==> config.mk <==
export PLATFORM = sky130hd
export DESIGN_NAME = access_list_table_core_flat
export DESIGN_NICKNAME = d
export VERILOG_FILES = /design/src/hdl/alt_pkg.sv /design/src/hdl/alt_req_if.sv /design/src/hdl/alt_rsp_if.sv /design/src/hdl/alt_ram.sv /design/src/hdl/alt_front.sv /design/src/hdl/alt_back.sv /design/src/hdl/access_list_table_core.sv /design/src/flat_wrapper.sv
export SDC_FILE = /design/constraint.sdc
export NUM_CORES = 2
export LEC_CHECK = 0
export BUFFER_PORTS_ARGS = -buffer_cell sky130_fd_sc_hd__buf_2
export CORE_ASPECT_RATIO = 0.8
export CORE_MARGIN = 5
export CORE_UTILIZATION = 57
export DETAILED_ROUTE_END_ITERATION = 8
export PLACE_DENSITY_LB_ADDON = 0.1
export SLEW_MARGIN = 30
export SYNTH_ARGS = -nofsm -noshare
export SYNTH_HDL_FRONTEND = slang
export SYNTH_HIERARCHICAL = 1
export SYNTH_MEMORY_MAX_BITS = 65536
export SYNTH_SLANG_ARGS = --single-unit
==> constraint.sdc <==
create_clock -name clk -period 7.7 [get_ports clk]
set_input_delay 0.77 -clock clk [delete_from_list [all_inputs] [get_ports clk]]
set_output_delay 0.77 -clock clk [all_outputs]
set_load 0.005 [all_outputs]
==> src/hdl/alt_pkg.sv <==
// Shared types and codes for the access list table.
package alt_pkg;

	localparam int unsigned RIGHTS = 8;
	localparam int unsigned KEY_BITS = 64;
	localparam int unsigned RIGHT_BITS = 4;

	localparam logic [1:0] OP_APPEND = 2'd0;
	localparam logic [1:0] OP_CHECK = 2'd1;
	localparam logic [1:0] OP_DELETE = 2'd2;

	localparam logic [1:0] K_APPEND = 2'd0;
	localparam logic [1:0] K_CHECK = 2'd1;
	localparam logic [1:0] K_DELETE = 2'd2;
	localparam logic [1:0] K_INVALID = 2'd3;

	localparam logic [1:0] ST_OK = 2'd0;
	localparam logic [1:0] ST_NOT_FOUND = 2'd1;
	localparam logic [1:0] ST_FULL = 2'd2;
	localparam logic [1:0] ST_INVALID = 2'd3;

	typedef struct packed {
		logic [1:0] kind;
		logic [RIGHT_BITS-1:0] right;
		logic [KEY_BITS-1:0] key;
	} cmd_t;

endpackage

==> src/hdl/alt_req_if.sv <==
// Request channel: operation, right index and key.
interface alt_req_if;
	logic valid;
	logic ready;
	logic [1:0] operation;
	logic [3:0] right_index;
	logic [63:0] auth_key;

	modport source(output valid, output operation, output right_index, output auth_key,
		input ready);
	modport sink(input valid, input operation, input right_index, input auth_key,
		output ready);
endinterface

==> src/hdl/alt_rsp_if.sv <==
// Response channel: status word.
interface alt_rsp_if;
	logic valid;
	logic ready;
	logic [1:0] status;

	modport source(output valid, output status, input ready);
	modport sink(input valid, input status, output ready);
endinterface

==> src/hdl/alt_ram.sv <==
// Generic single write port, single read port RAM with registered read.
module alt_ram #(
	parameter int unsigned WIDTH = 8,
	parameter int unsigned DEPTH = 64
) (
	input  logic                     clk,
	input  logic                     we,
	input  logic [$clog2(DEPTH)-1:0] waddr,
	input  logic [WIDTH-1:0]         wdata,
	input  logic                     re,
	input  logic [$clog2(DEPTH)-1:0] raddr,
	output logic [WIDTH-1:0]         rdata
);
	logic [WIDTH-1:0] mem_q [DEPTH];

	always_ff @(posedge clk) begin
		if (we) begin
			mem_q[waddr] <= wdata;
		end
		if (re) begin
			rdata <= mem_q[raddr];
		end
	end
endmodule

==> src/hdl/alt_front.sv <==
// Front end: accepts request words, classifies them and queues commands.
module alt_front #(
	parameter int unsigned AD_BYTES = 8
) (
	input  logic          clk,
	input  logic          arst_n,
	alt_req_if.sink       req,
	input  logic          clearing,
	output alt_pkg::cmd_t cmd,
	output logic          cmd_valid,
	input  logic          cmd_ready
);
	import alt_pkg::*;

	localparam int unsigned KEY_W = 8 * AD_BYTES;
	localparam logic [KEY_BITS-1:0] KEY_MASK = {KEY_BITS{1'b1}} >> (KEY_BITS - KEY_W);

	cmd_t       q_q [2];
	logic       wr_ptr_q;
	logic       rd_ptr_q;
	logic [1:0] count_q;
	cmd_t       new_cmd;
	logic       push;
	logic       pop;

	always_comb begin
		new_cmd.right = req.right_index;
		new_cmd.key = req.auth_key & KEY_MASK;
		if ({1'b0, req.right_index} >= 5'(RIGHTS)) begin
			new_cmd.kind = K_INVALID;
		end else begin
			case (req.operation)
				OP_APPEND: new_cmd.kind = K_APPEND;
				OP_CHECK:  new_cmd.kind = K_CHECK;
				OP_DELETE: new_cmd.kind = K_DELETE;
				default:   new_cmd.kind = K_INVALID;
			endcase
		end
	end

	assign req.ready = (count_q != 2'd2) && !clearing;
	assign push = req.valid && req.ready;
	assign cmd_valid = (count_q != 2'd0);
	assign pop = cmd_valid && cmd_ready;
	assign cmd = q_q[rd_ptr_q];

	always_ff @(posedge clk) begin
		if (push) begin
			q_q[wr_ptr_q] <= new_cmd;
		end
	end

	always_ff @(posedge clk or negedge arst_n) begin
		if (!arst_n) begin
			wr_ptr_q <= 1'b0;
			rd_ptr_q <= 1'b0;
			count_q <= 2'd0;
		end else begin
			if (push) begin
				wr_ptr_q <= !wr_ptr_q;
			end
			if (pop) begin
				rd_ptr_q <= !rd_ptr_q;
			end
			count_q <= count_q + 2'(push) - 2'(pop);
		end
	end

	a_count_bound: assert property (@(posedge clk) disable iff (!arst_n)
		count_q != 2'd3) else $error("command queue count out of range");
	a_no_push_clear: assert property (@(posedge clk) disable iff (!arst_n)
		clearing |-> !push) else $error("request taken during clearing pass");
endmodule

==> src/hdl/alt_back.sv <==
// Back end: clears the table, walks the entries and returns the status.
module alt_back #(
	parameter int unsigned ENTRIES = 64,
	parameter int unsigned AD_BYTES = 8
) (
	input  logic          clk,
	input  logic          arst_n,
	input  alt_pkg::cmd_t cmd,
	input  logic          cmd_valid,
	output logic          cmd_ready,
	output logic          clearing,
	alt_rsp_if.source     rsp
);
	import alt_pkg::*;

	localparam int unsigned KEY_W = 8 * AD_BYTES;
	localparam int unsigned EW = 1 + RIGHT_BITS + KEY_W;
	localparam int unsigned AW = $clog2(ENTRIES);
	localparam logic [AW-1:0] LAST = AW'(ENTRIES - 1);

	localparam logic [1:0] S_CLEAR = 2'd0;
	localparam logic [1:0] S_IDLE = 2'd1;
	localparam logic [1:0] S_SCAN = 2'd2;
	localparam logic [1:0] S_OUT = 2'd3;

	logic [1:0]    state_q;
	cmd_t          cur_q;
	logic [AW-1:0] cnt_q;
	logic          issue_q;
	logic          pend_s1;
	logic [AW-1:0] addr_s1;
	logic [1:0]    stat_q;
	logic          ovalid_q;
	logic [1:0]    ostat_q;

	logic          ram_we;
	logic [AW-1:0] ram_waddr;
	logic [EW-1:0] ram_wdata;
	logic          ram_re;
	logic [EW-1:0] ram_rdata;
	logic          slot_vld;
	logic          slot_match;
	logic          scan_hit;
	logic          scan_end;
	logic          load_out;

	alt_ram #(.WIDTH(EW), .DEPTH(ENTRIES)) u_ram (
		.clk(clk),
		.we(ram_we),
		.waddr(ram_waddr),
		.wdata(ram_wdata),
		.re(ram_re),
		.raddr(cnt_q),
		.rdata(ram_rdata)
	);

	assign clearing = (state_q == S_CLEAR);
	assign cmd_ready = (state_q == S_IDLE);

	assign slot_vld = ram_rdata[EW-1];
	assign slot_match = slot_vld && (ram_rdata[EW-2 -: RIGHT_BITS] == cur_q.right)
		&& (ram_rdata[KEY_W-1:0] == cur_q.key[KEY_W-1:0]);
	assign scan_hit = pend_s1 && ((cur_q.kind == K_APPEND) ? !slot_vld : slot_match);
	assign scan_end = pend_s1 && (addr_s1 == LAST);

	assign ram_re = (state_q == S_SCAN) && issue_q;
	assign ram_we = clearing || ((state_q == S_SCAN) && scan_hit && (cur_q.kind != K_CHECK));
	assign ram_waddr = clearing ? cnt_q : addr_s1;
	assign ram_wdata = (!clearing && (cur_q.kind == K_APPEND))
		? {1'b1, cur_q.right, cur_q.key[KEY_W-1:0]} : '0;

	assign load_out = (state_q == S_OUT) && (!ovalid_q || rsp.ready);
	assign rsp.valid = ovalid_q;
	assign rsp.status = ostat_q;

	always_ff @(posedge clk) begin
		if (cmd_valid && cmd_ready) begin
			cur_q <= cmd;
		end
		if (load_out) begin
			ostat_q <= stat_q;
		end
	end

	always_ff @(posedge clk or negedge arst_n) begin
		if (!arst_n) begin
			state_q <= S_CLEAR;
			cnt_q <= '0;
			issue_q <= 1'b0;
			pend_s1 <= 1'b0;
			addr_s1 <= '0;
			stat_q <= ST_OK;
			ovalid_q <= 1'b0;
		end else begin
			if (load_out) begin
				ovalid_q <= 1'b1;
			end else if (rsp.ready) begin
				ovalid_q <= 1'b0;
			end
			case (state_q)
				S_CLEAR: begin
					if (cnt_q == LAST) begin
						cnt_q <= '0;
						state_q <= S_IDLE;
					end else begin
						cnt_q <= cnt_q + 1'b1;
					end
				end
				S_IDLE: begin
					if (cmd_valid) begin
						if (cmd.kind == K_INVALID) begin
							stat_q <= ST_INVALID;
							state_q <= S_OUT;
						end else begin
							cnt_q <= '0;
							issue_q <= 1'b1;
							pend_s1 <= 1'b0;
							state_q <= S_SCAN;
						end
					end
				end
				S_SCAN: begin
					if (scan_hit || scan_end) begin
						if (scan_hit) begin
							stat_q <= ST_OK;
						end else begin
							stat_q <= (cur_q.kind == K_APPEND) ? ST_FULL : ST_NOT_FOUND;
						end
						issue_q <= 1'b0;
						pend_s1 <= 1'b0;
						state_q <= S_OUT;
					end else begin
						pend_s1 <= issue_q;
						addr_s1 <= cnt_q;
						if (issue_q) begin
							if (cnt_q == LAST) begin
								issue_q <= 1'b0;
							end else begin
								cnt_q <= cnt_q + 1'b1;
							end
						end
					end
				end
				S_OUT: begin
					if (load_out) begin
						state_q <= S_IDLE;
					end
				end
				default: state_q <= S_IDLE;
			endcase
		end
	end

	a_check_no_write: assert property (@(posedge clk) disable iff (!arst_n)
		(ram_we && !clearing) |-> (cur_q.kind != K_CHECK))
		else $error("table written by a check");
	a_pend_in_scan: assert property (@(posedge clk) disable iff (!arst_n)
		pend_s1 |-> (state_q == S_SCAN)) else $error("read pending outside scan");
	a_hit_ends_scan: assert property (@(posedge clk) disable iff (!arst_n)
		((state_q == S_SCAN) && scan_hit) |=> (state_q == S_OUT))
		else $error("scan did not stop on hit");
endmodule

==> src/hdl/access_list_table_core.sv <==
// Top level of the access list table.
//
// Requests arrive on req (operation, right_index, auth_key); one status word
// leaves on rsp for every request, in order. Both channels move a word when
// valid and ready are high at a rising clock edge.
// Append stores the pair in the lowest free slot (table full when none),
// check reports whether a matching pair exists, delete invalidates the
// lowest matching slot (not found when none). A right index at or above the
// right count, or the reserved operation, returns invalid with no change.
// A front end classifies requests into a two-deep command queue; the back
// end walks the table RAM one entry a cycle through its single read port.
// The back end takes the next command the cycle after the status word is
// registered, so it handles one request at a time. After reset the back
// end clears every table entry, during which req.ready stays low. A
// stalled rsp holds the status word; the back end finishes one more
// request and holds it, and the queue takes two more.
module access_list_table_core #(
	parameter int unsigned ENTRIES = 64,
	parameter int unsigned AD_BYTES = 8
) (
	input  logic      clk,
	input  logic      arst_n,
	alt_req_if.sink   req,
	alt_rsp_if.source rsp
);
	import alt_pkg::*;

	cmd_t cmd;
	logic cmd_valid;
	logic cmd_ready;
	logic clearing;

	alt_front #(.AD_BYTES(AD_BYTES)) u_front (
		.clk(clk),
		.arst_n(arst_n),
		.req(req),
		.clearing(clearing),
		.cmd(cmd),
		.cmd_valid(cmd_valid),
		.cmd_ready(cmd_ready)
	);

	alt_back #(.ENTRIES(ENTRIES), .AD_BYTES(AD_BYTES)) u_back (
		.clk(clk),
		.arst_n(arst_n),
		.cmd(cmd),
		.cmd_valid(cmd_valid),
		.cmd_ready(cmd_ready),
		.clearing(clearing),
		.rsp(rsp)
	);
endmodule

==> src/flat_wrapper.sv <==
// flat-port wrapper written by rule: the top's interface ports become plain ports
module access_list_table_core_flat import alt_pkg::*;
#(
	parameter int unsigned ENTRIES = 64,
	parameter int unsigned AD_BYTES = 8
)
  (clk, arst_n, req_valid, req_operation, req_right_index, req_auth_key, req_ready, rsp_valid, rsp_status, rsp_ready);
  alt_req_if req_i ();
  alt_rsp_if rsp_i ();
  input  logic clk;
  input  logic arst_n;
  input wire logic [$bits(req_i.valid)-1:0] req_valid;
  input wire logic [$bits(req_i.operation)-1:0] req_operation;
  input wire logic [$bits(req_i.right_index)-1:0] req_right_index;
  input wire logic [$bits(req_i.auth_key)-1:0] req_auth_key;
  output wire logic [$bits(req_i.ready)-1:0] req_ready;
  output wire logic [$bits(rsp_i.valid)-1:0] rsp_valid;
  output wire logic [$bits(rsp_i.status)-1:0] rsp_status;
  input wire logic [$bits(rsp_i.ready)-1:0] rsp_ready;
  assign req_i.valid = req_valid;
  assign req_i.operation = req_operation;
  assign req_i.right_index = req_right_index;
  assign req_i.auth_key = req_auth_key;
  assign req_ready = req_i.ready;
  assign rsp_valid = rsp_i.valid;
  assign rsp_status = rsp_i.status;
  assign rsp_i.ready = rsp_ready;
  access_list_table_core #(.ENTRIES(ENTRIES), .AD_BYTES(AD_BYTES)) u_core (.clk(clk), .arst_n(arst_n), .req(req_i), .rsp(rsp_i));
endmodule
### Word level (Yosys, flattened, before mapping)

Memories as Yosys holds them, arrays and structs flattened. A register that Yosys moved wholly into a read port is not among the register bits.
Index checks and enable logic that the tools add are counted.

| storage, ports and cells | value |
|---|---|
| memories | 2 |
| bits in writable memories | 4556 |
| register bits | 95 |
| latch bits | 0 |
| ROM bits | 0 |
| input port bits | 74 |

Memory list:

| memory | depth | width | read ports | clocked after Yosys merged registers in | wr ports | line | text |
|---|---|---|---|---|---|---|---|
| u_core.u_back.u_ram.mem_q | 64 | 69 | 1 | 1 | 1 | alt_ram.sv:14 | `logic [WIDTH-1:0] mem_q [DEPTH];` |
| u_core.u_front.q_q | 2 | 70 | 1 | 0 | 1 | alt_front.sv:18 | `cmd_t q_q [2];` |

| cells by class | value |
|---|---|
| add/subtract/negate cells | 3 |
| multiplexer cells | 40 |
| shift-type cells | 0 |
| $mul | 0 |
| equal/unequal tests | 21 |
| div/mod/pow operators | 0 |
| order comparisons | 1 |
| bitwise gates (word level) | 1 |
| reductions and logical operators | 32 |

Operators by type and width:

| cell | count |
|---|---|
| $mux W69 | 1 |
| $eq A64 B64 Y1 | 1 |
| $mux W6 | 7 |
| $mux W2 | 10 |
| $pmux W6 S3 | 1 |
| $mux W1 | 16 |
| $ne A2 B2 Y1 const B | 8 |
| $eq A6 B6 Y1 const B | 2 |
| $logic_and A1 B1 Y1 | 12 |
| $eq A2 B2 Y1 const B | 4 |
| $pmux W2 S4 | 1 |
| $reduce_and A4 Y1 | 2 |
| $add A6 B1 Y6 const B | 1 |
| $logic_not A2 Y1 | 3 |
| $ne A2 B1 Y1 const B | 3 |
| $pmux W2 S3 | 1 |
| $reduce_and A6 Y1 | 1 |
| $reduce_bool A2 Y1 | 3 |
| $logic_not A1 Y1 | 5 |
| $eq A2 B1 Y1 const B | 2 |
| $eq A4 B4 Y1 | 1 |
| $ge A4 B4 Y1 const B | 1 |
| $pmux W1 S2 | 2 |
| $pmux W2 S2 | 1 |
| other kinds (7) | 9 |

### Depth between registers and ports, before layout

| depth | value |
|---|---|
| depth after elaboration | 10 |
| depth in mapped cells | 12 |

### Cells and area by module

The synthesis kept the hierarchy.

By module, submodules not included:

| module | sequential area each (sq um) | times used | cells an instance | area an instance (sq um) |
|---|---|---|---|---|
| alt_ram | 134679.2 | 1 | 7005 | 168604.2 |
| alt_front | 4304.1 | 1 | 240 | 5565.3 |
| alt_back | 2637.5 | 1 | 415 | 4737.0 |

### Worst setup path before layout

OpenSTA, ideal clock, no wires.

| path | value |
|---|---|
| path kind | reg-to-reg |
| start point | register u_core.u_back.u_ram.rdata[24] (read register of u_core.u_back.u_ram.mem_q) |
| end point | memory u_core/u_back/u_ram/mem_q[48][0] (netlist bit), enable pin |
| path buffers | 0 |
| library setup time | 0.581 ns |
| arrival | 6.700 ns |
| slack | 0.419 ns |
| clock period less this slack | 7.281 ns |
| stages on the path, launching flop included | 11 |
| cells stage by stage | edfxtp_1 -> nor2b_1 -> a2111o_1 -> nor4_1 -> nand4_1 -> nor3_1 -> nand2_1 -> o21ai_0 -> a31o_2 -> nand4b_1 -> nor3_1 |

| on the way | value |
|---|---|
| cells in the longest elaborated chain, start to end | 9 |

RTL lines:

| item | line | text |
|---|---|---|
| start, declared | alt_ram.sv:12 | `output logic [WIDTH-1:0] rdata` |
| $eq A64 B64 Y1 | alt_back.sv:62 | `&& (ram_rdata[KEY_W-1:0] == cur_q.key[KEY_W-1:0]);` |
| $logic_and A1 B1 Y1 | alt_back.sv:62 |  |
| $mux W1 | alt_back.sv:63 | `assign scan_hit = pend_s1 && ((cur_q.kind == K_APPEND) ? !slot_vld : slot_match);` |
| $logic_and A1 B1 Y1 | alt_back.sv:63 |  |
| $logic_and A1 B1 Y1 (2 in a row) | alt_back.sv:67 | `assign ram_we = clearing \|\| ((state_q == S_SCAN) && scan_hit && (cur_q.kind != K_CHECK));` |
| $logic_or A1 B1 Y1 | alt_back.sv:67 |  |
| net u_core.u_back.ram_we | alt_back.sv:36 | `logic ram_we;` |
| $mux W1 | alt_ram.sv:17 | `if (we) begin` |
| $mux W1 (implied by the code) | alt_ram.sv:18 | `mem_q[waddr] <= wdata;` |
| end, declared | alt_ram.sv:14 |  |

The timed path passes the listed nets, and every way through them passes these cells.

### Final worst setup path

| path | value |
|---|---|
| start point | register u_core/u_back/cur_q[47] (netlist bit) |
| end point | memory u_core/u_back/u_ram/mem_q[22][20] (netlist bit), enable pin |

| on the way | value |
|---|---|
| cells in the longest elaborated chain, start to end | 9 |

RTL lines:

| item | line | text |
|---|---|---|
| start, declared | alt_back.sv:27 | `cmd_t cur_q;` |
| start signal, assigned | alt_back.sv:78 | `cur_q <= cmd;` |
| $eq A64 B64 Y1 | alt_back.sv:62 |  |
| $logic_and A1 B1 Y1 | alt_back.sv:62 |  |
| $mux W1 | alt_back.sv:63 |  |
| $logic_and A1 B1 Y1 | alt_back.sv:63 |  |
| $logic_and A1 B1 Y1 (2 in a row) | alt_back.sv:67 |  |
| $logic_or A1 B1 Y1 | alt_back.sv:67 |  |
| net u_core.u_back.ram_we | alt_back.sv:36 |  |
| $mux W1 | alt_ram.sv:17 |  |
| $mux W1 (implied by the code) | alt_ram.sv:18 |  |

The timed path passes the listed nets, and every way through them passes these cells.

==> out/qor.yml <==
setup_viol: 0
wl_per_cell_um: 40.29
fp-row-count: 184
grt_pass1_vias: 85160
hold_end: "u_core/u_front/q_q[0][55]"
first_iter_violations: 14290
outcome: "finished, final reports clean"
routabilityCongestion: 0.9136
dieHeight_um: 511.1
p_per_area_nw_per_um2: 248.5
vdd_drop_max_mv: 0.1851
routed.top_layer: "met5"
start_kind: "flip-flop"
p_comb_share_pct: 1.1
final_hold_viol_count: 0
antenna_found_initial: 38
max_slew_margin_pct: 8.303
min_path_type: "in -> reg"
clock-sinks: 4720
drv_slew: 0
holdWs_ns: 0.05815
crit_fanout: 31
fin_crit_ns: 5.349
wl_met3_um: 63390
cp-startpoint: "u_core/u_back/cur_q[47]"
r2r.worst_path.cells: 11
worstReg2RegStart: "u_core/u_back/cur_q[47]"
drc: 0
power.internal_mw: 40.34
crit_path_end_kind: "flip-flop"
netlist_area_um2: 178900
tritoncts: "done"
p_leak_nw: 66.57
synth_edf_count: 4697
syn_inst: 7660
via_per_inst: 6.936
overflow: 0
yosysWarnings: 6
rsz0062_at_grt: "no"
regToRegSetupSlack_ns: 2.35
fp.dieW_um: 636.4
cp.arrival_ns: 5.88
fmax_mhz: 187.0
clock_path_buffers: 4
max-cap-violations: 0
rr_endpoint: "u_core/u_back/u_ram/mem_q[22][20]"
synth-seq-cells: 4720
grt_max_degree: 120
cts_resized: 0
clkPwrFrac_pct: 42.7
cts.clk_slew.worst_paths_ns: 0.06
setup-tns-final_ns: 0
whs_path_depth: 1
layout-drive-gt1-share_pct: 26.99
syn-num-nets: 7741
p_switching_mw: 9.674
core_um2: 313300
placement.io_buffers: 77
synth-async-reset-ratio_pct: 0.4873
grt_use_total_pct: 31.28
drt_pass1_iterations: 5
min_from: "req_auth_key[55]"
mostFrequentLayoutCell: "edfxtp_1"
cts-root-buf: "clkbuf_16"
syn_area_per_cell_um2: 23.36
yosysSeqAreaShare_pct: 79.16
wl_met1_um: 190900
max_slew.worst_pin.slew_ns: 1.367
path_class: "reg -> reg"
antenna_left: 0
dp_hpwl_um: 304300
io_pins: 78
num_vias: 87940
met2_wirelength_um: 230700
cts_buffers: 443
yosysUniqueCellTypes: 59
h-tree-depth: 5
start_util_pct: 57.10
fin_crit_sh_pct: 69.46
nets: 8203
final_cell_mix: "edfxtp_1 (4,697), mux4_2 (1,104), clkbuf_16 (453)"
fill_cells: 20490
finClkSkew_ns: 0.06203
yosys_most_used_dff: "edfxtp_1"
clk_latency_ns: 0.95
die-area_um2: 325200
grt_pass1_wl_um: 702100
syn_to_final_growth_pct: 12.49
power_frac_seq_pct: 56.2
power_mw: 50.01
swShare_pct: 19.34
drt_wl_total_um: 510800
worstPathRequired_ns: 8.23
synthesized netlist by cell type (4+ instances only):
cell,number,area share [%]
buf_4,42,0.18
nand4_1,24,0.084
nand2_1,23,0.048
xor2_1,18,0.088
a22oi_1,276,1.2
o22ai_1,147,0.51
buf_1,26,0.055
clkbuf_1,150,0.31
mux2i_1,105,0.59
mux2_4,69,0.58
nor4_1,13,0.045
mux2_1,7,0.044
o21ai_0,11,0.031
nor2_1,125,0.26
mux4_2,1104,14
and2_1,62,0.22
a21oi_1,4,0.011
dfrtp_1,23,0.32
nand3_1,128,0.36
nor3_1,18,0.050
buf_2,192,0.54
or2_2,6,0.021
nor2b_1,17,0.059
mux2_2,7,0.044
edfxtp_1,4697,79
ha_1,7,0.049
o211a_1,70,0.39
a211oi_1,69,0.29
and3_1,5,0.017
buf_6,11,0.069
nand2b_1,36,0.13
xnor2_1,25,0.12
o221ai_1,52,0.25
inv_1,30,0.063
nand3b_1,27,0.11
registers in the layout (all words and copies together) (netlist names):
signal,flops
u_core/u_back/pend_s1,1
u_core/u_back/rsp.status,2
u_core/u_back/cnt_q,6
u_core/u_back/issue_q,1
u_core/u_back/state_q,2
u_core/u_front/wr_ptr_q,1
u_core/u_back/stat_q,2
u_core/u_back/cur_q,70
u_core/u_back/u_ram/mem_q,4416
u_core/u_back/rsp.valid,1
u_core/u_back/addr_s1,6
u_core/u_back/u_ram/rdata,69
u_core/u_front/rd_ptr_q,1
u_core/u_front/q_q,140
u_core/u_front/count_q,2
critical path, stage by stage (launching register included):
cell      delay (ns)
edfxtp_1        0.41
xor2_1          0.18
nor4_1          0.78
nand4_1         0.26
nor3_1          0.34
nand2_1         0.10
o21ai_0         0.08
a31o_2          0.25
nor2b_1         0.29
nand3_1         0.66
nor2_4          0.88
buf_4           0.61
power groups by stage:
| stage | Clock, mW | Combinational [mW] | Sequential, mW |
|---|---|---|---|
| after global routing | 22.7 | 0.552 | 28.1 |
| final | 21.4 | 0.550 | 28.1 |
| after detailed placement | 0 | 0.536 | 28.6 |
| after global placement | 0 | 0.510 | 28.6 |
| after floorplan | 0 | 0.185 | 28.7 |
| after CTS | 21.6 | 0.564 | 28.1 |
cell families (layout without fill, tap and decap cells):
family / after synthesis / in the layout / synth area share (%)
buf+inv: 451 / 1273 / 1.215
simple gates: 497 / 497 / 1.462
other cells: 0 / 11 / 0
compound gates: 650 / 650 / 2.752
flops: 4720 / 4720 / 79.16
mux: 1292 / 1292 / 15.15
xor+xnor: 43 / 43 / 0.2105
fa+ha+maj: 7 / 7 / 0.04895
stage by stage:
| stage | util, % | cell area [um2] | worst slack, ns | std cells |
|---|---|---|---|---|
| after detailed placement | 59.48 | 186400 | 2.610 | 11790 |
| after global routing | 64.22 | 201200 | 2.312 | 12670 |
| final | 64.23 | 201200 | 2.351 | 12680 |
| after global placement | 59.29 | 185800 | 2.506 | 11770 |
| after floorplan | - | 178900 | 0.4194 | 7660 |
| after CTS | 64.15 | 201000 | 2.551 | 12660 |
what timing repair did:
item                      CTS  global route
buffers inserted            0             0
hold buffers               65             0
hold endpoints to repair  151             0
worst max path at each step:
stage / slack [ns] / end
global route: 2.31 / u_core/u_back/u_ram/mem_q[22][61]
CTS: 2.55 / u_core/u_back/u_ram/mem_q[22][61]
global placement: 2.51 / u_core/u_back/u_ram/mem_q[38][58]
floorplan: 0.42 / u_core/u_back/u_ram/mem_q[48][0]
detailed placement: 2.61 / u_core/u_back/u_ram/mem_q[22][61]
finish: 2.35 / u_core/u_back/u_ram/mem_q[22][20]
layout make-up:
type	instances	area, um2	share of cell area (%)
clock inverters	247	2246	1.116
inverters	30	112.6	0.05595
multi-input cells	2489	35860	17.82
repair buffers	438	4388	2.180
diodes	11	27.53	0.01368
clock buffers	558	11740	5.834
well taps	4185	5236	2.602
flip-flops and latches	4720	141600	70.38
routing by layer:
metal,global-route usage [%],vias to the layer above
met4,13.14,10
met2,45.74,5977
met1,46.16,47230
met5,0,-
met3,7.425,797
li1,-,33930
(Power assumes the default switching activity.)
